===== config.mk =====
export PLATFORM = sky130hd
export DESIGN_NAME = adc_to_temperature_linearizer_top_flat
export DESIGN_NICKNAME = d
export VERILOG_FILES = /design/src/sv/adclin_pkg.sv /design/src/sv/adclin_if.sv /design/src/sv/adc_to_temperature_linearizer_top.sv /design/src/sv/adclin_mem.sv /design/src/sv/adclin_div.sv /design/src/flat_wrapper.sv
export SDC_FILE = /design/constraint.sdc
export NUM_CORES = 2
export LEC_CHECK = 0
export BUFFER_PORTS_ARGS = -buffer_cell sky130_fd_sc_hd__buf_2
export CORE_UTILIZATION = 40
export DETAILED_ROUTE_END_ITERATION = 10
export SLEW_MARGIN = 20
export SYNTH_ARGS = -nofsm -noshare
export SYNTH_HDL_FRONTEND = slang
export SYNTH_SLANG_ARGS = --single-unit

===== constraint.sdc =====
create_clock -name clk_i -period 9.9 [get_ports clk_i]
set_clock_uncertainty 0.1 [all_clocks]
set_input_delay 1.98 -clock clk_i [delete_from_list [all_inputs] [get_ports clk_i]]
set_output_delay 1.98 -clock clk_i [all_outputs]
set_load 0.02 [all_outputs]

===== src/sv/adclin_pkg.sv =====
`timescale 1ns / 1ps
// Package for the ADC-to-temperature linearizer: sizes, codes, shared types
// and the built-in calibration table. It has no dependencies.
package adclin_pkg;

  localparam int TABLE_POINTS   = 53;
  localparam int SAMPLE_BITS    = 12;
  localparam int ADC_BITS       = 13;
  localparam int TEMP_BITS      = 16;
  localparam int PIDX_BITS      = 6;
  localparam int IDX_BITS       = (TABLE_POINTS > 1) ? $clog2(TABLE_POINTS) : 1;
  localparam int NUM_BITS       = TEMP_BITS + SAMPLE_BITS;
  localparam int CMP_BITS       = (ADC_BITS > SAMPLE_BITS) ? ADC_BITS : SAMPLE_BITS;
  localparam int DIV_CNT_BITS   = $clog2(NUM_BITS + 1);
  localparam int BUILTIN_POINTS = 53;
  localparam int BI_BITS        = $clog2(BUILTIN_POINTS);

  localparam logic [IDX_BITS-1:0] LAST_IDX = IDX_BITS'(TABLE_POINTS - 1);

  typedef enum logic [0:0] {
    CMD_CONVERT = 1'b0,
    CMD_WRITE   = 1'b1
  } cmd_e;

  typedef enum logic [2:0] {
    ST_IDLE,
    ST_SCAN,
    ST_MUL,
    ST_DIVGO,
    ST_DIVWAIT,
    ST_RESULT
  } state_e;

  typedef struct packed {
    logic [ADC_BITS-1:0]  adc;
    logic [TEMP_BITS-1:0] temp;
  } entry_t;

  typedef struct packed {
    logic done;
    logic rem_nz;
  } div_status_t;

  localparam logic [ADC_BITS-1:0] INIT_ADC [BUILTIN_POINTS] = '{
    13'd0,    13'd184,  13'd226,  13'd269,  13'd313,  13'd358,  13'd404,  13'd452,
    13'd501,  13'd550,  13'd601,  13'd654,  13'd707,  13'd762,  13'd818,  13'd876,
    13'd935,  13'd995,  13'd1057, 13'd1120, 13'd1184, 13'd1251, 13'd1318, 13'd1388,
    13'd1459, 13'd1531, 13'd1605, 13'd1681, 13'd1759, 13'd1838, 13'd1919, 13'd2002,
    13'd2086, 13'd2173, 13'd2261, 13'd2351, 13'd2443, 13'd2537, 13'd2632, 13'd2730,
    13'd2829, 13'd2931, 13'd3034, 13'd3140, 13'd3247, 13'd3356, 13'd3467, 13'd3580,
    13'd3695, 13'd3812, 13'd3931, 13'd4052, 13'd4096
  };

  localparam logic [TEMP_BITS-1:0] INIT_TEMP [BUILTIN_POINTS] = '{
    16'd4000, 16'd4000, 16'd3940, 16'd3880, 16'd3820, 16'd3760, 16'd3700, 16'd3640,
    16'd3600, 16'd3550, 16'd3510, 16'd3510, 16'd3500, 16'd3490, 16'd3480, 16'd3470,
    16'd3450, 16'd3400, 16'd3350, 16'd3300, 16'd3250, 16'd3200, 16'd3000, 16'd2800,
    16'd2680, 16'd2560, 16'd2450, 16'd2380, 16'd2370, 16'd2369, 16'd2350, 16'd2330,
    16'd2300, 16'd2280, 16'd2270, 16'd2260, 16'd2200, 16'd1840, 16'd1780, 16'd1720,
    16'd1660, 16'd1600, 16'd1540, 16'd1480, 16'd1420, 16'd1360, 16'd1300, 16'd1240,
    16'd1180, 16'd1120, 16'd1060, 16'd1000, 16'd1000
  };

  // Reset value of a table entry; entries past the built-in table repeat its last point.
  function automatic entry_t init_entry(input logic [IDX_BITS-1:0] idx);
    logic [BI_BITS-1:0] k;
    entry_t             e;
    k = (int'(idx) < BUILTIN_POINTS) ? BI_BITS'(idx) : BI_BITS'(BUILTIN_POINTS - 1);
    e.adc  = INIT_ADC[k];
    e.temp = INIT_TEMP[k];
    return e;
  endfunction

endpackage


===== src/sv/adclin_if.sv =====
`timescale 1ns / 1ps
// Valid/ready channel interfaces for the linearizer input and result streams.
// Depends on adclin_pkg for the field widths.
interface adclin_in_if import adclin_pkg::*; ();
  logic                  valid;
  logic                  ready;
  logic [0:0]            cmd;
  logic [SAMPLE_BITS-1:0] sample;
  logic [PIDX_BITS-1:0]  point_index;
  logic [ADC_BITS-1:0]   point_adc;
  logic [TEMP_BITS-1:0]  point_temp;

  modport source (output valid, cmd, sample, point_index, point_adc, point_temp,
                  input ready);
  modport sink   (input valid, cmd, sample, point_index, point_adc, point_temp,
                  output ready);
endinterface

interface adclin_out_if import adclin_pkg::*; ();
  logic                 valid;
  logic                 ready;
  logic [TEMP_BITS-1:0] temperature;
  logic                 out_of_range;

  modport source (output valid, temperature, out_of_range, input ready);
  modport sink   (input valid, temperature, out_of_range, output ready);
endinterface


===== src/sv/adc_to_temperature_linearizer_top.sv =====
`timescale 1ns / 1ps
// ADC-to-temperature linearizer, top level. A conversion scans the table up to
// the first breakpoint not below the sample (one table read per cycle) and, when
// it interpolates, then multiplies and runs the serial divider before its
// result register is loaded. One transaction is in work at a time. Reset
// restores the built-in table.
module adc_to_temperature_linearizer_top import adclin_pkg::*; (
  input  logic       clk_i,
  input  logic       rst_ni,
  adclin_in_if.sink    in_i,
  adclin_out_if.source out_o
);

  // The sequencer walks the table memory, one entry per cycle. The entry for
  // index p_q arrives from the memory while the read of p_q+1 is issued, so the
  // scan never stalls on the memory latency. The previous entry is kept as the
  // lower interpolation point.
  state_e state_q, state_d;

  logic [IDX_BITS-1:0]    p_q;
  logic [SAMPLE_BITS-1:0] sample_q;
  logic [ADC_BITS-1:0]    prev_adc_q;
  logic [TEMP_BITS-1:0]   prev_temp_q;
  logic [TEMP_BITS-1:0]   dt_mag_q;
  logic                   dt_neg_q;
  logic [SAMPLE_BITS-1:0] dx_q;
  logic [ADC_BITS-1:0]    den_q;
  logic [NUM_BITS-1:0]    prod_q;
  logic [TEMP_BITS-1:0]   res_temp_q;
  logic                   res_oor_q;
  logic                   out_valid_q;
  logic [TEMP_BITS-1:0]   out_temp_q;
  logic                   out_oor_q;

  logic                in_fire;
  logic                is_write;
  logic                mem_we;
  logic [IDX_BITS-1:0] rd_addr;
  entry_t              wr_entry;
  entry_t              entry;
  logic                div_start;
  logic [TEMP_BITS-1:0] div_quo;
  div_status_t         div_stat;
  logic                out_free;
  logic                out_load;

  logic [CMP_BITS-1:0]  sample_ext;
  logic [CMP_BITS-1:0]  adc_ext;
  logic                 below;
  logic                 hit;
  logic [TEMP_BITS:0]   dt;
  logic [TEMP_BITS:0]   dt_abs;
  logic [CMP_BITS-1:0]  dx_full;
  logic [TEMP_BITS-1:0] q_adj;
  logic [TEMP_BITS-1:0] interp;

  assign in_fire  = in_i.valid && in_i.ready;
  assign is_write = in_i.cmd == CMD_WRITE;
  assign out_free = !out_valid_q || out_o.ready;
  assign out_load = (state_q == ST_RESULT) && out_free;

  // Scan comparisons against the entry that the memory presents this cycle.
  assign sample_ext = CMP_BITS'(sample_q);
  assign adc_ext    = CMP_BITS'(entry.adc);
  assign below      = adc_ext < sample_ext;
  assign hit        = adc_ext == sample_ext;
  assign dt         = {1'b0, entry.temp} - {1'b0, prev_temp_q};
  assign dt_abs     = dt[TEMP_BITS] ? (~dt + 1'b1) : dt;
  assign dx_full    = sample_ext - CMP_BITS'(prev_adc_q);

  // A falling segment needs a ceiling on the magnitude to give a floored quotient.
  assign q_adj  = div_quo + TEMP_BITS'(dt_neg_q && div_stat.rem_nz);
  assign interp = dt_neg_q ? (prev_temp_q - q_adj) : (prev_temp_q + q_adj);

  assign wr_entry.adc  = in_i.point_adc;
  assign wr_entry.temp = in_i.point_temp;

  adclin_mem u_mem (
    .clk_i   (clk_i),
    .rst_ni  (rst_ni),
    .we_i    (mem_we),
    .waddr_i (IDX_BITS'(in_i.point_index)),
    .wdata_i (wr_entry),
    .raddr_i (rd_addr),
    .rdata_o (entry)
  );

  adclin_div u_div (
    .clk_i    (clk_i),
    .rst_ni   (rst_ni),
    .start_i  (div_start),
    .num_i    (prod_q),
    .den_i    (den_q),
    .quo_o    (div_quo),
    .status_o (div_stat)
  );

  // Next-state logic.
  always_comb begin
    state_d = state_q;
    unique case (state_q)
      ST_IDLE: begin
        if (in_fire && !is_write) begin
          state_d = ST_SCAN;
        end
      end
      ST_SCAN: begin
        if (below) begin
          if (p_q == LAST_IDX) begin
            state_d = ST_RESULT;
          end
        end else if (hit || p_q == '0) begin
          state_d = ST_RESULT;
        end else begin
          state_d = ST_MUL;
        end
      end
      ST_MUL:     state_d = ST_DIVGO;
      ST_DIVGO:   state_d = ST_DIVWAIT;
      ST_DIVWAIT: begin
        if (div_stat.done) begin
          state_d = ST_RESULT;
        end
      end
      ST_RESULT: begin
        if (out_free) begin
          state_d = ST_IDLE;
        end
      end
      default: state_d = ST_IDLE;
    endcase
  end

  // Output logic of the sequencer. Ready is high in idle, so a valid write
  // transaction there is accepted in the same cycle.
  always_comb begin
    in_i.ready = 1'b0;
    mem_we     = 1'b0;
    div_start  = 1'b0;
    rd_addr    = p_q;
    unique case (state_q)
      ST_IDLE: begin
        in_i.ready = 1'b1;
        rd_addr    = '0;
        mem_we     = in_i.valid && is_write && (int'(in_i.point_index) < TABLE_POINTS);
      end
      ST_SCAN: begin
        rd_addr = (p_q == LAST_IDX) ? p_q : p_q + 1'b1;
      end
      ST_DIVGO: div_start = 1'b1;
      ST_MUL, ST_DIVWAIT, ST_RESULT: begin
      end
      default: begin
      end
    endcase
  end

  always_ff @(posedge clk_i or negedge rst_ni) begin
    if (!rst_ni) begin
      state_q     <= ST_IDLE;
      out_valid_q <= 1'b0;
    end else begin
      state_q <= state_d;
      if (out_load) begin
        out_valid_q <= 1'b1;
      end else if (out_o.ready) begin
        out_valid_q <= 1'b0;
      end
    end
  end

  // Datapath registers.
  always_ff @(posedge clk_i) begin
    if (state_q == ST_IDLE) begin
      p_q      <= '0;
      sample_q <= in_i.sample;
    end
    if (state_q == ST_SCAN) begin
      if (below) begin
        prev_adc_q  <= entry.adc;
        prev_temp_q <= entry.temp;
        res_temp_q  <= entry.temp;
        res_oor_q   <= 1'b1;
        if (p_q != LAST_IDX) begin
          p_q <= p_q + 1'b1;
        end
      end else begin
        res_temp_q <= entry.temp;
        res_oor_q  <= !hit && (p_q == '0);
        dt_neg_q   <= dt[TEMP_BITS];
        dt_mag_q   <= dt_abs[TEMP_BITS-1:0];
        dx_q       <= dx_full[SAMPLE_BITS-1:0];
        den_q      <= entry.adc - prev_adc_q;
      end
    end
    if (state_q == ST_MUL) begin
      prod_q <= dt_mag_q * dx_q;
    end
    if (state_q == ST_DIVWAIT && div_stat.done) begin
      res_temp_q <= interp;
      res_oor_q  <= 1'b0;
    end
    if (out_load) begin
      out_temp_q <= res_temp_q;
      out_oor_q  <= res_oor_q;
    end
  end

  assign out_o.valid        = out_valid_q;
  assign out_o.temperature  = out_temp_q;
  assign out_o.out_of_range = out_oor_q;

`ifndef SYNTHESIS
  // The divider reports completion only while the sequencer waits for it.
  assert property (@(posedge clk_i) disable iff (!rst_ni)
    div_stat.done |-> state_q == ST_DIVWAIT)
    else $error("divider finished outside its wait state");

  // An accepted conversion starts the table scan in the next cycle.
  assert property (@(posedge clk_i) disable iff (!rst_ni)
    (in_fire && !is_write) |=> (state_q == ST_SCAN && p_q == '0))
    else $error("conversion did not start its scan at the first entry");

  // A finished result is never dropped while the output register still holds one.
  assert property (@(posedge clk_i) disable iff (!rst_ni)
    (state_q == ST_RESULT && out_valid_q && !out_o.ready) |=> state_q == ST_RESULT)
    else $error("result left its stage while the output was stalled");
`endif

endmodule


===== src/sv/adclin_mem.sv =====
`timescale 1ns / 1ps
// Calibration table memory: one write port, one registered read port.
// Entries never written read back as the built-in table from adclin_pkg.
module adclin_mem import adclin_pkg::*; (
  input  logic                clk_i,
  input  logic                rst_ni,
  input  logic                we_i,
  input  logic [IDX_BITS-1:0] waddr_i,
  input  entry_t              wdata_i,
  input  logic [IDX_BITS-1:0] raddr_i,
  output entry_t              rdata_o
);

  entry_t                mem [TABLE_POINTS];
  logic [TABLE_POINTS-1:0] valid_q;
  entry_t                rd_data_q;
  logic                  rd_vld_q;
  logic [IDX_BITS-1:0]   rd_addr_q;

  always_ff @(posedge clk_i) begin
    if (we_i) begin
      mem[waddr_i] <= wdata_i;
    end
    rd_data_q <= mem[raddr_i];
    rd_addr_q <= raddr_i;
  end

  always_ff @(posedge clk_i or negedge rst_ni) begin
    if (!rst_ni) begin
      valid_q  <= '0;
      rd_vld_q <= 1'b0;
    end else begin
      if (we_i) begin
        valid_q[waddr_i] <= 1'b1;
      end
      rd_vld_q <= valid_q[raddr_i];
    end
  end

  assign rdata_o = rd_vld_q ? rd_data_q : init_entry(rd_addr_q);

endmodule


===== src/sv/adclin_div.sv =====
`timescale 1ns / 1ps
// Radix-2 restoring divider for the interpolation quotient, one bit per cycle.
// Depends on adclin_pkg for operand widths and the status struct.
module adclin_div import adclin_pkg::*; (
  input  logic                 clk_i,
  input  logic                 rst_ni,
  input  logic                 start_i,
  input  logic [NUM_BITS-1:0]  num_i,
  input  logic [ADC_BITS-1:0]  den_i,
  output logic [TEMP_BITS-1:0] quo_o,
  output div_status_t          status_o
);

  logic                    busy_q, busy_d;
  logic                    done_q, done_d;
  logic [DIV_CNT_BITS-1:0] cnt_q, cnt_d;
  logic [NUM_BITS-1:0]     quo_q, quo_d;
  logic [ADC_BITS-1:0]     rem_q, rem_d;
  logic [ADC_BITS-1:0]     den_q, den_d;
  logic [ADC_BITS:0]       trial;
  logic                    fits;

  always_comb begin
    trial  = {rem_q, quo_q[NUM_BITS-1]};
    fits   = trial >= {1'b0, den_q};
    busy_d = busy_q;
    done_d = 1'b0;
    cnt_d  = cnt_q;
    quo_d  = quo_q;
    rem_d  = rem_q;
    den_d  = den_q;
    if (start_i) begin
      busy_d = 1'b1;
      cnt_d  = DIV_CNT_BITS'(NUM_BITS);
      quo_d  = num_i;
      rem_d  = '0;
      den_d  = den_i;
    end else if (busy_q) begin
      rem_d = fits ? ADC_BITS'(trial - {1'b0, den_q}) : ADC_BITS'(trial);
      quo_d = {quo_q[NUM_BITS-2:0], fits};
      cnt_d = cnt_q - 1'b1;
      if (cnt_q == DIV_CNT_BITS'(1)) begin
        busy_d = 1'b0;
        done_d = 1'b1;
      end
    end
  end

  always_ff @(posedge clk_i or negedge rst_ni) begin
    if (!rst_ni) begin
      busy_q <= 1'b0;
      done_q <= 1'b0;
      cnt_q  <= '0;
    end else begin
      busy_q <= busy_d;
      done_q <= done_d;
      cnt_q  <= cnt_d;
    end
  end

  always_ff @(posedge clk_i) begin
    quo_q <= quo_d;
    rem_q <= rem_d;
    den_q <= den_d;
  end

  assign quo_o           = quo_q[TEMP_BITS-1:0];
  assign status_o.done   = done_q;
  assign status_o.rem_nz = rem_q != '0;

endmodule

===== src/flat_wrapper.sv =====
// flat-port wrapper written by rule: the top's interface ports become plain ports
module adc_to_temperature_linearizer_top_flat import adclin_pkg::*;
  (clk_i, rst_ni, in_i_valid, in_i_cmd, in_i_sample, in_i_point_index, in_i_point_adc, in_i_point_temp, in_i_ready, out_o_valid, out_o_temperature, out_o_out_of_range, out_o_ready);
  adclin_in_if in_i_i ();
  adclin_out_if out_o_i ();
  input  logic clk_i;
  input  logic rst_ni;
  input wire logic [$bits(in_i_i.valid)-1:0] in_i_valid;
  input wire logic [$bits(in_i_i.cmd)-1:0] in_i_cmd;
  input wire logic [$bits(in_i_i.sample)-1:0] in_i_sample;
  input wire logic [$bits(in_i_i.point_index)-1:0] in_i_point_index;
  input wire logic [$bits(in_i_i.point_adc)-1:0] in_i_point_adc;
  input wire logic [$bits(in_i_i.point_temp)-1:0] in_i_point_temp;
  output wire logic [$bits(in_i_i.ready)-1:0] in_i_ready;
  output wire logic [$bits(out_o_i.valid)-1:0] out_o_valid;
  output wire logic [$bits(out_o_i.temperature)-1:0] out_o_temperature;
  output wire logic [$bits(out_o_i.out_of_range)-1:0] out_o_out_of_range;
  input wire logic [$bits(out_o_i.ready)-1:0] out_o_ready;
  assign in_i_i.valid = in_i_valid;
  assign in_i_i.cmd = in_i_cmd;
  assign in_i_i.sample = in_i_sample;
  assign in_i_i.point_index = in_i_point_index;
  assign in_i_i.point_adc = in_i_point_adc;
  assign in_i_i.point_temp = in_i_point_temp;
  assign in_i_ready = in_i_i.ready;
  assign out_o_valid = out_o_i.valid;
  assign out_o_temperature = out_o_i.temperature;
  assign out_o_out_of_range = out_o_i.out_of_range;
  assign out_o_i.ready = out_o_ready;
  adc_to_temperature_linearizer_top u_core (.clk_i(clk_i), .rst_ni(rst_ni), .in_i(in_i_i), .out_o(out_o_i));
endmodule

==> impl_metrics.toml <==
[global_routing]
grt_pass1_wl_um = 339000
grt_overflow = 0
grt_pass1_vias = 53494
grt_usage_pct = 21.0
grt_max_degree = 164
antenna_found_initial = 24

[logic_synthesis]
muxShareOfSynthArea_pct = 0.424
synth_top_area_share_pct = 61.4
ys_top_cells_by_count = "edfxtp_1, nand2_1, nand3_1"
synth_area_per_cell_sq_um = 12.0
synth_most_common_cell = "edfxtp_1"
synth_seq_cells = 1842
ys_top_cells_by_area = "edfxtp_1, nand2_1, fa_1"
synth_fp_nets = 7357
synthCells = 6993
synth_compound_area_share_pct = 8.76
synthAdderAreaFrac_pct = 5.93
async_reset_ff_share_pct = 3.53
synth-seq-area-share_pct = 64.7
yosys.area.top_type = "edfxtp_1"
synthSimpleGateAreaFrac_pct = 15.4
synth_xor_xnor_area_share_pct = 1.28
yosysWarnings = 0
synth-edff-count = 1722
synthDistinctLibCells = 81
synth_flop_cell = "edfxtp_1"
syn-cell-area_sq_mm = 0.0842
synth_top_family_by_area = "simple AND/OR/NAND/NOR gates"

[floorplan]
dieArea_sq_mm = 0.212
die-width_um = 461
row_count = 168
ioPinCount = 71
core_region_area_sq_mm = 0.209
die_y_um = 461
initial_utilization_pct = 40.2

[timing]
fmax_ghz = 0.147
maxSlewHeadroom_pct = 23.8
fin_tns_setup_ns = 0
setup_violations = 0
worst_pin_slew_ns = 1.14
drv_slew = 0
post-route-period-util_pct = 68.8
layout_setup_ws_ns = 3.08
min_period_ns = 6.82
final_hold_viol_count = 0
rsz0062_at_grt = "false"

[power]
fin_total_pwr_mw = 37.4
leakage_nw = 33.8
p_per_area_mw_per_mm2 = 397
vdd_drop_max_mv = 0.824

[clocking]
clockRootBuffer = "clkbuf_16"
cts_made_buffers = 191
cts_resized = 0
htreeDepth = 4
post_cts_buffers = 0
ctsHoldBuffers = 0
clock_path_buffers = 3
cts_tree = "built"
path_clk_slew_ns = 0.06
clk_latency_ns = 0.86
numClockSinks = 1842

[critical_path]
r2r_setup_slack_ns = 3.08
crit_required_ns = 10.37
r2r-start = "u_core.u_mem.rd_addr_q[3]$_DFF_P_"
critPathMaxStageDelay_ns = 0.72
slowest_stage = "ha_1"
cp_max_fo = 50
r2r_cells = 21
rr_endpoint = "u_core.dt_mag_q[15]$_DFFE_PP_"
cp-end-kind = "flop"
start_kind = "flop"
critPathKind = "flop to flop"
crit_chain = "buf_4, nor2_1, o21a_1, inv_1, ha_1, nand2_1, o21ai_0, nand2_1, o311ai_0, a311oi_1, a21oi_1, ha_1, nand3_1, a21oi_1, or4_1, a211oi_1, nand4bb_1, or3_1, nor2_1, a41oi_1, xnor2_1"
cp.arrival_ns = 7.29

[detailed_routing]
drc = 0
num_vias = 54684
wirelength_um = 225000
detail-route-antenna-nets = 0
vias_per_cell = 5.52
drt_iter0_drc = 5414
first_pass_iters = 6
wl_per_cell_um = 22.6

[placement]
gp_congestion = 0.885
place.port_buffers = 70
dp_hpwl_um = 130000
place_ws_ns = 3.19

[hold_path]
holdPathEnd = "u_core.out_o.temperature[15]$_DFFE_PP_"
hold_depth = 0
hp-class = "flop to flop"
min_from = "u_core.res_temp_q[15]$_DFFE_PP_"

[status]
status = "finished clean"

[run]
drv_cap = 0

[cells_and_area]
syn_to_final_growth_pct = 11.9
nNetsFinal = 7298
drive_gt1_share_pct = 8.75
how the worst max path moves through the flow:
stage | slack [ns] | start | end
after global placement | 3.28 | u_core.u_mem.rd_addr_q[3]$_DFF_P_ | u_core.dt_mag_q[15]$_DFFE_PP_
final | 3.08 | u_core.u_mem.rd_addr_q[3]$_DFF_P_ | u_core.dt_mag_q[15]$_DFFE_PP_
after detailed placement | 3.19 | u_core.u_mem.rd_addr_q[3]$_DFF_P_ | u_core.dt_mag_q[15]$_DFFE_PP_
after floorplan | 3.89 | u_core.u_mem.rd_addr_q[3]$_DFF_P_ | u_core.den_q[0]$_DFFE_PP_
after CTS | 3.16 | u_core.u_mem.rd_addr_q[3]$_DFF_P_ | u_core.dt_mag_q[15]$_DFFE_PP_
after global routing | 2.59 | u_core.u_mem.rd_addr_q[3]$_DFF_P_ | u_core.dt_mag_q[4]$_DFFE_PP_
layout by cell type, fill, tap and decap left out, types with 19 or more instances in the layout:
master,count
clkbuf_16,193
inv_1,275
nor2_4,53
nand2_1,1680
and2_1,84
xor2_1,46
mux2i_1,21
a31oi_1,47
nor2b_1,139
dfxtp_1,55
dfrtp_1,64
a211oi_1,137
clkinv_1,22
o211ai_1,39
edfxtp_1,1722
o21a_1,21
nand4_1,39
clkinv_2,36
o21ai_0,184
buf_4,99
o21ai_1,19
o221a_1,26
xnor2_1,77
buf_2,69
fa_1,145
a21o_1,25
nand3_1,437
or2_2,56
nor3_1,38
a21oi_1,213
ha_1,167
clkbuf_1,56
a311oi_1,247
nor2_1,140
and3_1,170
metal layers:
layer	GRT usage (%)	share of wire, %
met1	28.6	43
met3	3.44	6.4
met2	34.5	48
met5	0	0.018
met4	6.25	2.6
registers in the layout, indices dropped and copies added, names as in the netlist, 3 cells and up:
| register | cells |
|---|---|
| u_core.prev_adc_q | 13 |
| u_core.u_mem.rd_data_q | 29 |
| u_core.out_o.temperature | 16 |
| u_core.u_mem.valid_q | 53 |
| u_core.den_q | 13 |
| u_core.u_div.quo_q | 28 |
| u_core.dt_mag_q | 16 |
| u_core.u_mem.mem | 1537 |
| u_core.res_temp_q | 16 |
| u_core.u_div.den_q | 13 |
| u_core.prev_temp_q | 16 |
| u_core.u_div.rem_q | 13 |
| u_core.state_q | 3 |
| u_core.sample_q | 12 |
| u_core.dx_q | 12 |
| u_core.prod_q | 28 |
| u_core.u_div.cnt_q | 5 |
| u_core.p_q | 6 |
| u_core.u_mem.rd_addr_q | 6 |
critical path: cells and delay by family (launching register included):
family,cells,cell delay [ns]
simple gates,8,2.22
compound gates,8,2.13
fa+ha+maj,2,1.08
buf+inv,2,0.54
flops,1,0.30
xor+xnor,1,0.17
kinds of logic after synthesis:
logic type      count (synthesis)
simple gates                 2905
flops                        1842
fa+ha+maj                     312
mux                            34
buf+inv                       717
compound gates               1060
xor+xnor                      123
power by group:
group          leakage [nW]  switching [mW]  total [mW]  internal [mW]
clock network          3.12            3.12        7.29           4.17
registers              16.9           0.541        10.4           9.90
logic                  13.9            11.8        19.6           7.84
through the flow:
step           area [sq um]  hold WS [ns]  std cells  utilization (%)
5_1_grt               94200         0.301       9911             45.0
2_1_floorplan         84200         0.300       6993                -
4_1_cts               94100         0.303       9904             44.9
3_5_place_dp          87700         0.305       9544             41.9
6_report              94200         0.300       9914             45.0
3_3_place_gp          87500         0.305       9536             41.8
layout make-up:
cell class                      instances  area (sq um)
Sequential cell                      1842         54400
Timing Repair Buffer                  186          1490
Clock buffer                          261          5200
Clock inverter                         99          1230
Fill cell                           18817        115000
Tap cell                             2805          3510
Antenna cell                            8          20.0
Multi-Input combinational cell       4434         27200
Inverter                              279          1060
No activity file was read; power rests on OpenSTA's default activity.
